**src/hdl/pip_pkg.sv**
```systemverilog
`timescale 1ns / 1ps
// ----------------------------------------------------------------------------
// pip_pkg
// Shared constants and types for the point-in-polygon crossing test.
// ----------------------------------------------------------------------------
package pip_pkg;

    localparam int MAX_VERTICES_DEF = 16;
    localparam int COORD_WIDTH_DEF  = 16;
    localparam int CFG_WIDTH        = 5;
    localparam int INDEX_WIDTH      = 4;

    localparam logic CMD_WRITE = 1'b0;
    localparam logic CMD_QUERY = 1'b1;

    typedef struct packed {
        logic valid;
        logic parity;
    } pip_ctl_t;

endpackage

```
**src/hdl/pip_edge_cell.sv**
```systemverilog
`timescale 1ns / 1ps
// ----------------------------------------------------------------------------
// pip_edge_cell
// Holds one polygon vertex and tests the passing query word against the edge
// from the previous vertex. Two register stages: products, then parity.
// ----------------------------------------------------------------------------
module pip_edge_cell
    import pip_pkg::*;
#(
    parameter int COORD_WIDTH = COORD_WIDTH_DEF
) (
    input  logic                          aclk,
    input  logic                          aresetn,
    input  logic                          en,
    input  logic                          wr_en,
    input  logic signed [COORD_WIDTH-1:0] wr_x,
    input  logic signed [COORD_WIDTH-1:0] wr_y,
    output logic signed [COORD_WIDTH-1:0] vert_x,
    output logic signed [COORD_WIDTH-1:0] vert_y,
    input  logic signed [COORD_WIDTH-1:0] prev_x,
    input  logic signed [COORD_WIDTH-1:0] prev_y,
    input  logic                          active,
    input  pip_ctl_t                      in_ctl,
    input  logic signed [COORD_WIDTH-1:0] in_x,
    input  logic signed [COORD_WIDTH-1:0] in_y,
    output pip_ctl_t                      out_ctl,
    output logic signed [COORD_WIDTH-1:0] out_x,
    output logic signed [COORD_WIDTH-1:0] out_y,
    output logic                          busy
);

    localparam int DW = COORD_WIDTH + 1;
    localparam int PW = 2 * DW;

    logic signed [COORD_WIDTH-1:0] vx_reg, vy_reg;

    logic signed [DW-1:0] dxp, dyv, dxv, dyp;
    logic signed [PW-1:0] p1_next, p2_next;
    logic                 span_next;

    pip_ctl_t                      s1_ctl_reg;
    logic signed [COORD_WIDTH-1:0] s1_x_reg, s1_y_reg;
    logic signed [PW-1:0]          s1_p1_reg, s1_p2_reg;
    logic                          s1_hit_reg, s1_dypos_reg;

    pip_ctl_t                      s2_ctl_reg, s2_ctl_next;
    logic signed [COORD_WIDTH-1:0] s2_x_reg, s2_y_reg;
    logic                          left;

    always_ff @(posedge aclk) begin
        if (wr_en) begin
            vx_reg <= wr_x;
            vy_reg <= wr_y;
        end
    end

    assign vert_x = vx_reg;
    assign vert_y = vy_reg;

    always_comb begin
        dxp       = DW'(in_x) - DW'(vx_reg);
        dyv       = DW'(prev_y) - DW'(vy_reg);
        dxv       = DW'(prev_x) - DW'(vx_reg);
        dyp       = DW'(in_y) - DW'(vy_reg);
        p1_next   = PW'(dxp) * PW'(dyv);
        p2_next   = PW'(dxv) * PW'(dyp);
        span_next = ((vy_reg <= in_y) && (in_y < prev_y)) ||
                    ((prev_y <= in_y) && (in_y < vy_reg));
    end

    always_ff @(posedge aclk) begin
        if (!aresetn) begin
            s1_ctl_reg <= '0;
            s2_ctl_reg <= '0;
        end else if (en) begin
            s1_ctl_reg <= in_ctl;
            s2_ctl_reg <= s2_ctl_next;
        end
    end

    always_ff @(posedge aclk) begin
        if (en) begin
            s1_x_reg     <= in_x;
            s1_y_reg     <= in_y;
            s1_p1_reg    <= p1_next;
            s1_p2_reg    <= p2_next;
            s1_hit_reg   <= active && span_next;
            s1_dypos_reg <= prev_y > vy_reg;
            s2_x_reg     <= s1_x_reg;
            s2_y_reg     <= s1_y_reg;
        end
    end

    always_comb begin
        left               = s1_dypos_reg ? (s1_p1_reg <= s1_p2_reg)
                                          : (s1_p1_reg >= s1_p2_reg);
        s2_ctl_next.valid  = s1_ctl_reg.valid;
        s2_ctl_next.parity = s1_ctl_reg.parity ^ (s1_hit_reg && left);
    end

    assign out_ctl = s2_ctl_reg;
    assign out_x   = s2_x_reg;
    assign out_y   = s2_y_reg;
    assign busy    = s1_ctl_reg.valid || s2_ctl_reg.valid;

endmodule

```
**config.mk**
```make
export PLATFORM = sky130hd
export DESIGN_NAME = pip_edge_cell
export DESIGN_NICKNAME = d
export VERILOG_FILES = /design/src/hdl/pip_pkg.sv /design/src/hdl/pip_edge_cell.sv
export SDC_FILE = /design/constraint.sdc
export NUM_CORES = 2
export LEC_CHECK = 0
export BUFFER_PORTS_ARGS = -buffer_cell sky130_fd_sc_hd__buf_2
export CORE_ASPECT_RATIO = 2
export CORE_UTILIZATION = 55
export DETAILED_ROUTE_END_ITERATION = 10
export HOLD_SLACK_MARGIN = 0.06
export PLACE_DENSITY = 0.77
export SYNTH_ARGS = -nofsm -noshare
export SYNTH_HDL_FRONTEND = slang
export SYNTH_SLANG_ARGS = --single-unit
```
**constraint.sdc**
```tcl
create_clock -name aclk -period 11.5 [get_ports aclk]
set_clock_uncertainty 0.15 [all_clocks]
set_input_delay 1.15 -clock aclk [delete_from_list [all_inputs] [get_ports aclk]]
set_output_delay 1.15 -clock aclk [all_outputs]
set_load 0.02 [all_outputs]
```
==> load_flow_metrics.sql, run 1 <==
INSERT INTO impl_metrics (metric_group, metric, value, unit) VALUES
('floorplanning', 'die_w', '170', 'µm'),
('status', 'stop_stage', 'global routing (5_1_grt)', ''),
('synth', 'synth-seq-area-share', '16.2', '%'),
('synth', 'netlist.area_leader.share', '38.2', '%'),
('placed_design', 'instance_area_at_placement', '0.0332', 'mm²'),
('clocking', 'clock_tree.htree_level_count', '4', ''),
('placed_design', 'gp_congestion', '1.06', ''),
('clocking', 'cts_sinks', '170', ''),
('placed_design', 'io_buffers', '169', ''),
('floorplanning', 'start_util', '55.6', '%'),
('global_routing', 'global_route_wire_length_before_repair', '168', 'mm'),
('global_routing', 'grt.overflow.total', '13', ''),
('placed_design', 'place.detailed.hpwl', '87.1', 'mm'),
('clocking', 'post-cts-setup-buffer-count', '0', ''),
('synth', 'synthMostInstantiatedCell', 'sky130_fd_sc_hd__inv_1', ''),
('clocking', 'cts_buffers', '17', ''),
('synth', 'netlist_area_before_placement', '0.0312', 'mm²'),
('global_routing', 'grt_pass1_vias', '27800', ''),
('floorplanning', 'fp-row-count', '123', ''),
('synth', 'synth_nets', '4206', ''),
('status', 'first-error', '[ERROR GRT-0116] Global routing finished with congestion. Check the congestion regions in the DRC Viewer.', ''),
('global_routing', 'grt_start_max_net_pins', '83', ''),
('synth', 'avgSynthCellArea', '9.69', 'µm²'),
('synth', 'synthTopCellsByCount', 'sky130_fd_sc_hd__inv_1, sky130_fd_sc_hd__fa_1, sky130_fd_sc_hd__nand2_1, sky130_fd_sc_hd__nor2_1, sky130_fd_sc_hd__ha_1', ''),
('status', 'outcome', 'stopped before the end', ''),
('synth', 'ys_warn_count', '0', ''),
('synth', 'synthArstFlopShare', '0', '%'),
('synth', 'yosys.area.top_type', 'sky130_fd_sc_hd__fa_1', ''),
('global_routing', 'grt_usage', '40.7', '%'),
('synth', 'synth_top_cells_by_area', 'sky130_fd_sc_hd__fa_1, sky130_fd_sc_hd__edfxtp_1, sky130_fd_sc_hd__ha_1', ''),
('clocking', 'cts_root_buf', 'sky130_fd_sc_hd__clkbuf_16', ''),
('clocking', 'clock_path_buffers', '2', ''),
('synth', 'synth-edff-count', '166', ''),
('floorplanning', 'die_height', '339', 'µm'),
('synth', 'ff_latch_count_synth', '170', ''),
('floorplanning', 'pin_count', '170', ''),
('synth', 'synthDistinctLibCells', '85', ''),
('synth', 'synth_ff_type', 'sky130_fd_sc_hd__edfxtp_1', ''),
('clocking', 'holdBufCountCts', '0', ''),
('synth', 'synthesis.instances', '3223', ''),
('clocking', 'postCtsResizedCells', '0', '');
## routing by layer
metal	track usage (%)	GRT overflow
met2	66.7	4
met1	38.0	0
met3	13.9	0
met5	0	0
met4	41.6	9
## stage by stage
step	setup WS (ns)	hold slack (ns)	instances
2_1_floorplan	2.32	0.250	3223
4_1_cts	1.99	0.271	4162
3_3_place_gp	1.55	0.250	4130
3_5_place_dp	1.48	0.256	4130
## cells by family after synthesis
family                   count (synthesis)  synth area share, %
AO/OA/AOI/OAI                          327                 7.21
buffers and inverters                  803                 9.81
AND/OR/NAND/NOR                        892                 12.8
flip-flops                             170                 16.2
XOR/XNOR                               143                 4.14
multiplexers                             8                0.257
adder cells (fa/ha/maj)                880                 49.6
==> run 2, diff against run 1 <==
--- a/config.mk
+++ b/config.mk
@@ -6,11 +6,9 @@
 export NUM_CORES = 2
 export LEC_CHECK = 0
 export BUFFER_PORTS_ARGS = -buffer_cell sky130_fd_sc_hd__buf_2
-export CORE_ASPECT_RATIO = 2
-export CORE_UTILIZATION = 55
+export CORE_UTILIZATION = 40
 export DETAILED_ROUTE_END_ITERATION = 10
-export HOLD_SLACK_MARGIN = 0.06
-export PLACE_DENSITY = 0.77
+export PLACE_DENSITY_LB_ADDON = 0.15
 export SYNTH_ARGS = -nofsm -noshare
 export SYNTH_HDL_FRONTEND = slang
 export SYNTH_SLANG_ARGS = --single-unit
==> run 2 against run 1 <==
  * The flow now finishes without violations
  * Synthesized cell count did not move
  * Synthesized area stayed put
==> load_flow_metrics.sql, run 2 <==
INSERT INTO impl_metrics (metric_group, metric, value, unit) VALUES
('status', 'outcome', 'completed', ''),
('clocking', 'post-cts-setup-buffer-count', '0', ''),
('sta', 'setup_tns', '0', 'ns'),
('final_layout', 'final_layout_size_suffix_gt1_share', '9.48', '%'),
('synth', 'synth-edff-count', '166', ''),
('global_routing', 'grt_pass1_vias', '23700', ''),
('synth', 'synth-seq-area-share', '16.2', '%'),
('placed_design', 'io_buffers', '169', ''),
('clocking', 'clk_slew_on_worst_s_h_paths', '0.09', 'ns'),
('global_routing', 'initial_antenna_violation_count', '5', ''),
('floorplanning', 'die_height', '281', 'µm'),
('sta', 'timing.final.crit_share', '85.1', '%'),
('synth', 'synthesis.instances', '3223', ''),
('sta', 'report.final.slew_viol_count', '0', ''),
('sta', 'period_minus_slack', '9.78', 'ns'),
('clocking', 'clock_tree.htree_level_count', '4', ''),
('route', 'post_drt_via_cell_ratio', '5.06', ''),
('clocking', 'cts_root_buf', 'sky130_fd_sc_hd__clkbuf_16', ''),
('synth', 'synthDistinctLibCells', '85', ''),
('route', 'wl_per_cell', '20.0', 'µm'),
('route', 'dr_pass1_iterations', '5', ''),
('final_layout', 'area_growth_syn_to_layout', '9.59', '%'),
('clocking', 'holdBufCountCts', '0', ''),
('placed_design', 'gp_congestion', '0.889', ''),
('global_routing', 'global_route_wire_length_before_repair', '139', 'mm'),
('clocking', 'clock_insertion_delay_worst_skew', '0.49', 'ns'),
('worst_setup_path', 'critical-path-top-cell-by-count', 'sky130_fd_sc_hd__fa_1', ''),
('sta', 'finalSetupViolations', '0', ''),
('synth', 'ff_latch_count_synth', '170', ''),
('worst_setup_path', 'cp_max_fo', '9', ''),
('global_routing', 'grt_start_max_net_pins', '84', ''),
('route', 'uppermost_routed_layer', 'met5', ''),
('route', 'met2_length', '39.7', 'mm'),
('floorplanning', 'dieArea', '0.0792', 'mm²'),
('clocking', 'clock_tree_from_tritoncts', 'done', ''),
('clocking', 'clock_path_buffers', '2', ''),
('floorplanning', 'start_util', '40.4', '%'),
('floorplanning', 'die_w', '281', 'µm'),
('route', 'drtAntennaViolNets', '0', ''),
('route', 'met1Wirelength', '40.0', 'mm'),
('route', 'dr.first_iter.drc_count', '1355', ''),
('clocking', 'postCtsResizedCells', '0', ''),
('worst_setup_path', 'critPathArrivalTime', '9.86', 'ns'),
('floorplanning', 'core_area', '0.0773', 'mm²'),
('placed_design', 'place.detailed.hpwl', '76.3', 'mm'),
('worst_setup_path', 'start_kind', 'flip-flop', ''),
('sta', 'relative_max_transition_margin', '16.5', '%'),
('sta', 'grt_setup_unrepaired', 'false', ''),
('worst_setup_path', 'critPathSlowestCell', 'sky130_fd_sc_hd__edfxtp_1', ''),
('route', 'detailroute.via_count', '22600', ''),
('synth', 'yosys.area.top_type', 'sky130_fd_sc_hd__fa_1', ''),
('clocking', 'cts_sinks', '170', ''),
('route', 'dr_drc_count', '0', ''),
('synth', 'synth_ff_type', 'sky130_fd_sc_hd__edfxtp_1', ''),
('synth', 'ys_warn_count', '0', ''),
('job', 'max_cap_violations', '0', ''),
('synth', 'synthMostInstantiatedCell', 'sky130_fd_sc_hd__inv_1', ''),
('worst_setup_path', 'end_kind', 'flip-flop', ''),
('synth', 'netlist.area_leader.share', '38.2', '%'),
('sta', 'clock.fmax', '0.102', 'GHz'),
('floorplanning', 'pin_count', '170', ''),
('min_path', 'min_path_type', 'flip-flop to flip-flop', ''),
('sta', 'max_slew.worst_pin.slew', '1.24', 'ns'),
('synth', 'avgSynthCellArea', '9.69', 'µm²'),
('route', 'drt-total-wl', '89.5', 'mm'),
('worst_setup_path', 'worstPathRequired', '11.58', 'ns'),
('route', 'met3RoutedLength', '5.79', 'mm'),
('final_layout', 'layout.cells.most_common', 'sky130_fd_sc_hd__inv_1', ''),
('synth', 'netlist_area_before_placement', '0.0312', 'mm²'),
('floorplanning', 'fp-row-count', '102', ''),
('synth', 'synth_top_cells_by_area', 'sky130_fd_sc_hd__fa_1, sky130_fd_sc_hd__edfxtp_1, sky130_fd_sc_hd__ha_1', ''),
('sta', 'final_hold_viol_count', '0', ''),
('synth', 'synthTopCellsByCount', 'sky130_fd_sc_hd__inv_1, sky130_fd_sc_hd__fa_1, sky130_fd_sc_hd__nand2_1, sky130_fd_sc_hd__nor2_1, sky130_fd_sc_hd__ha_1', ''),
('final_layout', 'num-nets-final', '4389', ''),
('worst_setup_path', 'setup.worst_path.class', 'flip-flop to flip-flop', ''),
('global_routing', 'grt_usage', '23.9', '%'),
('synth', 'synthArstFlopShare', '0', '%'),
('final_layout', 'most-common-layout-cells', 'sky130_fd_sc_hd__inv_1, sky130_fd_sc_hd__fa_1, sky130_fd_sc_hd__nand2_1', ''),
('worst_setup_path', 'cp_slowest_stage_delay', '0.74', 'ns'),
('clocking', 'cts_buffers', '17', ''),
('global_routing', 'grt.overflow.total', '0', ''),
('synth', 'synth_nets', '4206', '');
==> run 2: cell counts after synthesis <==
No cell type changed its count.
==> run 2: cells by family (layout without fill, tap and decap cells) <==
group	after synthesis	after routing	synth area share, %
compound gates	327	327	7.21
xor+xnor	143	143	4.14
fa+ha+maj	880	880	49.6
buf+inv	803	999	9.81
flops	170	170	16.2
mux	8	8	0.257
other cells	0	4	0
simple gates	892	892	12.8
==> run 2: path summary, 6_finish.rpt <==
check                                     end  depth (start not counted)        start  slack [ns]
worst max-delay path            s1_p1_reg[33]                         33    vert_x[0]        1.72
worst min-delay path                 out_y[3]                          0  s1_y_reg[3]        0.27
worst max register to register  s1_p1_reg[33]                         33    vert_x[0]        1.72
worst min register to register       out_y[3]                          0  s1_y_reg[3]        0.27
==> run 2: stage by stage <==
| stage | util (%) | hold WS, ns | worst slack, ns | area (µm²) | std cells |
|---|---|---|---|---|---|
| CTS | 44.2 | 0.272 | 1.75 | 34200 | 4459 |
| detailed placement | 43.4 | 0.255 | 1.35 | 33600 | 4427 |
| global route | 44.2 | 0.275 | 1.29 | 34200 | 4460 |
| global placement | 43.4 | 0.250 | 1.46 | 33600 | 4427 |
| floorplan | - | 0.250 | 2.32 | 31200 | 3223 |
| finish | 44.2 | 0.270 | 1.72 | 34200 | 4463 |
==> run 2: routing by layer <==
| layer | GRT usage [%] | vias to the layer above |
|---|---|---|
| li1 | - | 10400 |
| met1 | 33.2 | 11500 |
| met2 | 37.0 | 626 |
| met3 | 3.64 | 98 |
| met4 | 10.1 | 2 |
| met5 | 0 | - |
==> run 2: critical path: cells and delay by family (launching register included) <==
family / cells / cell delay, ns
XOR/XNOR: 2 / 0.87
AO/OA/AOI/OAI: 11 / 2.39
adder cells (fa/ha/maj): 9 / 4.25
buffers and inverters: 6 / 0.34
flip-flops: 1 / 0.74
AND/OR/NAND/NOR: 5 / 0.75
==> run 2: cell type report <==
cell class	count	area (µm²)
fillers	7779	43100
multi-input cells	2250	23100
flip-flops and latches	170	5060
inverters	732	2750
repair buffers	235	1350
well taps	1040	1300
clock buffers	17	425
clock inverters	15	195
diodes	4	10.0
Power of run 2 is left out: the tool's default activity adds up to more than one toggle a clock period on the data nets, which glitch-free logic cannot reach.
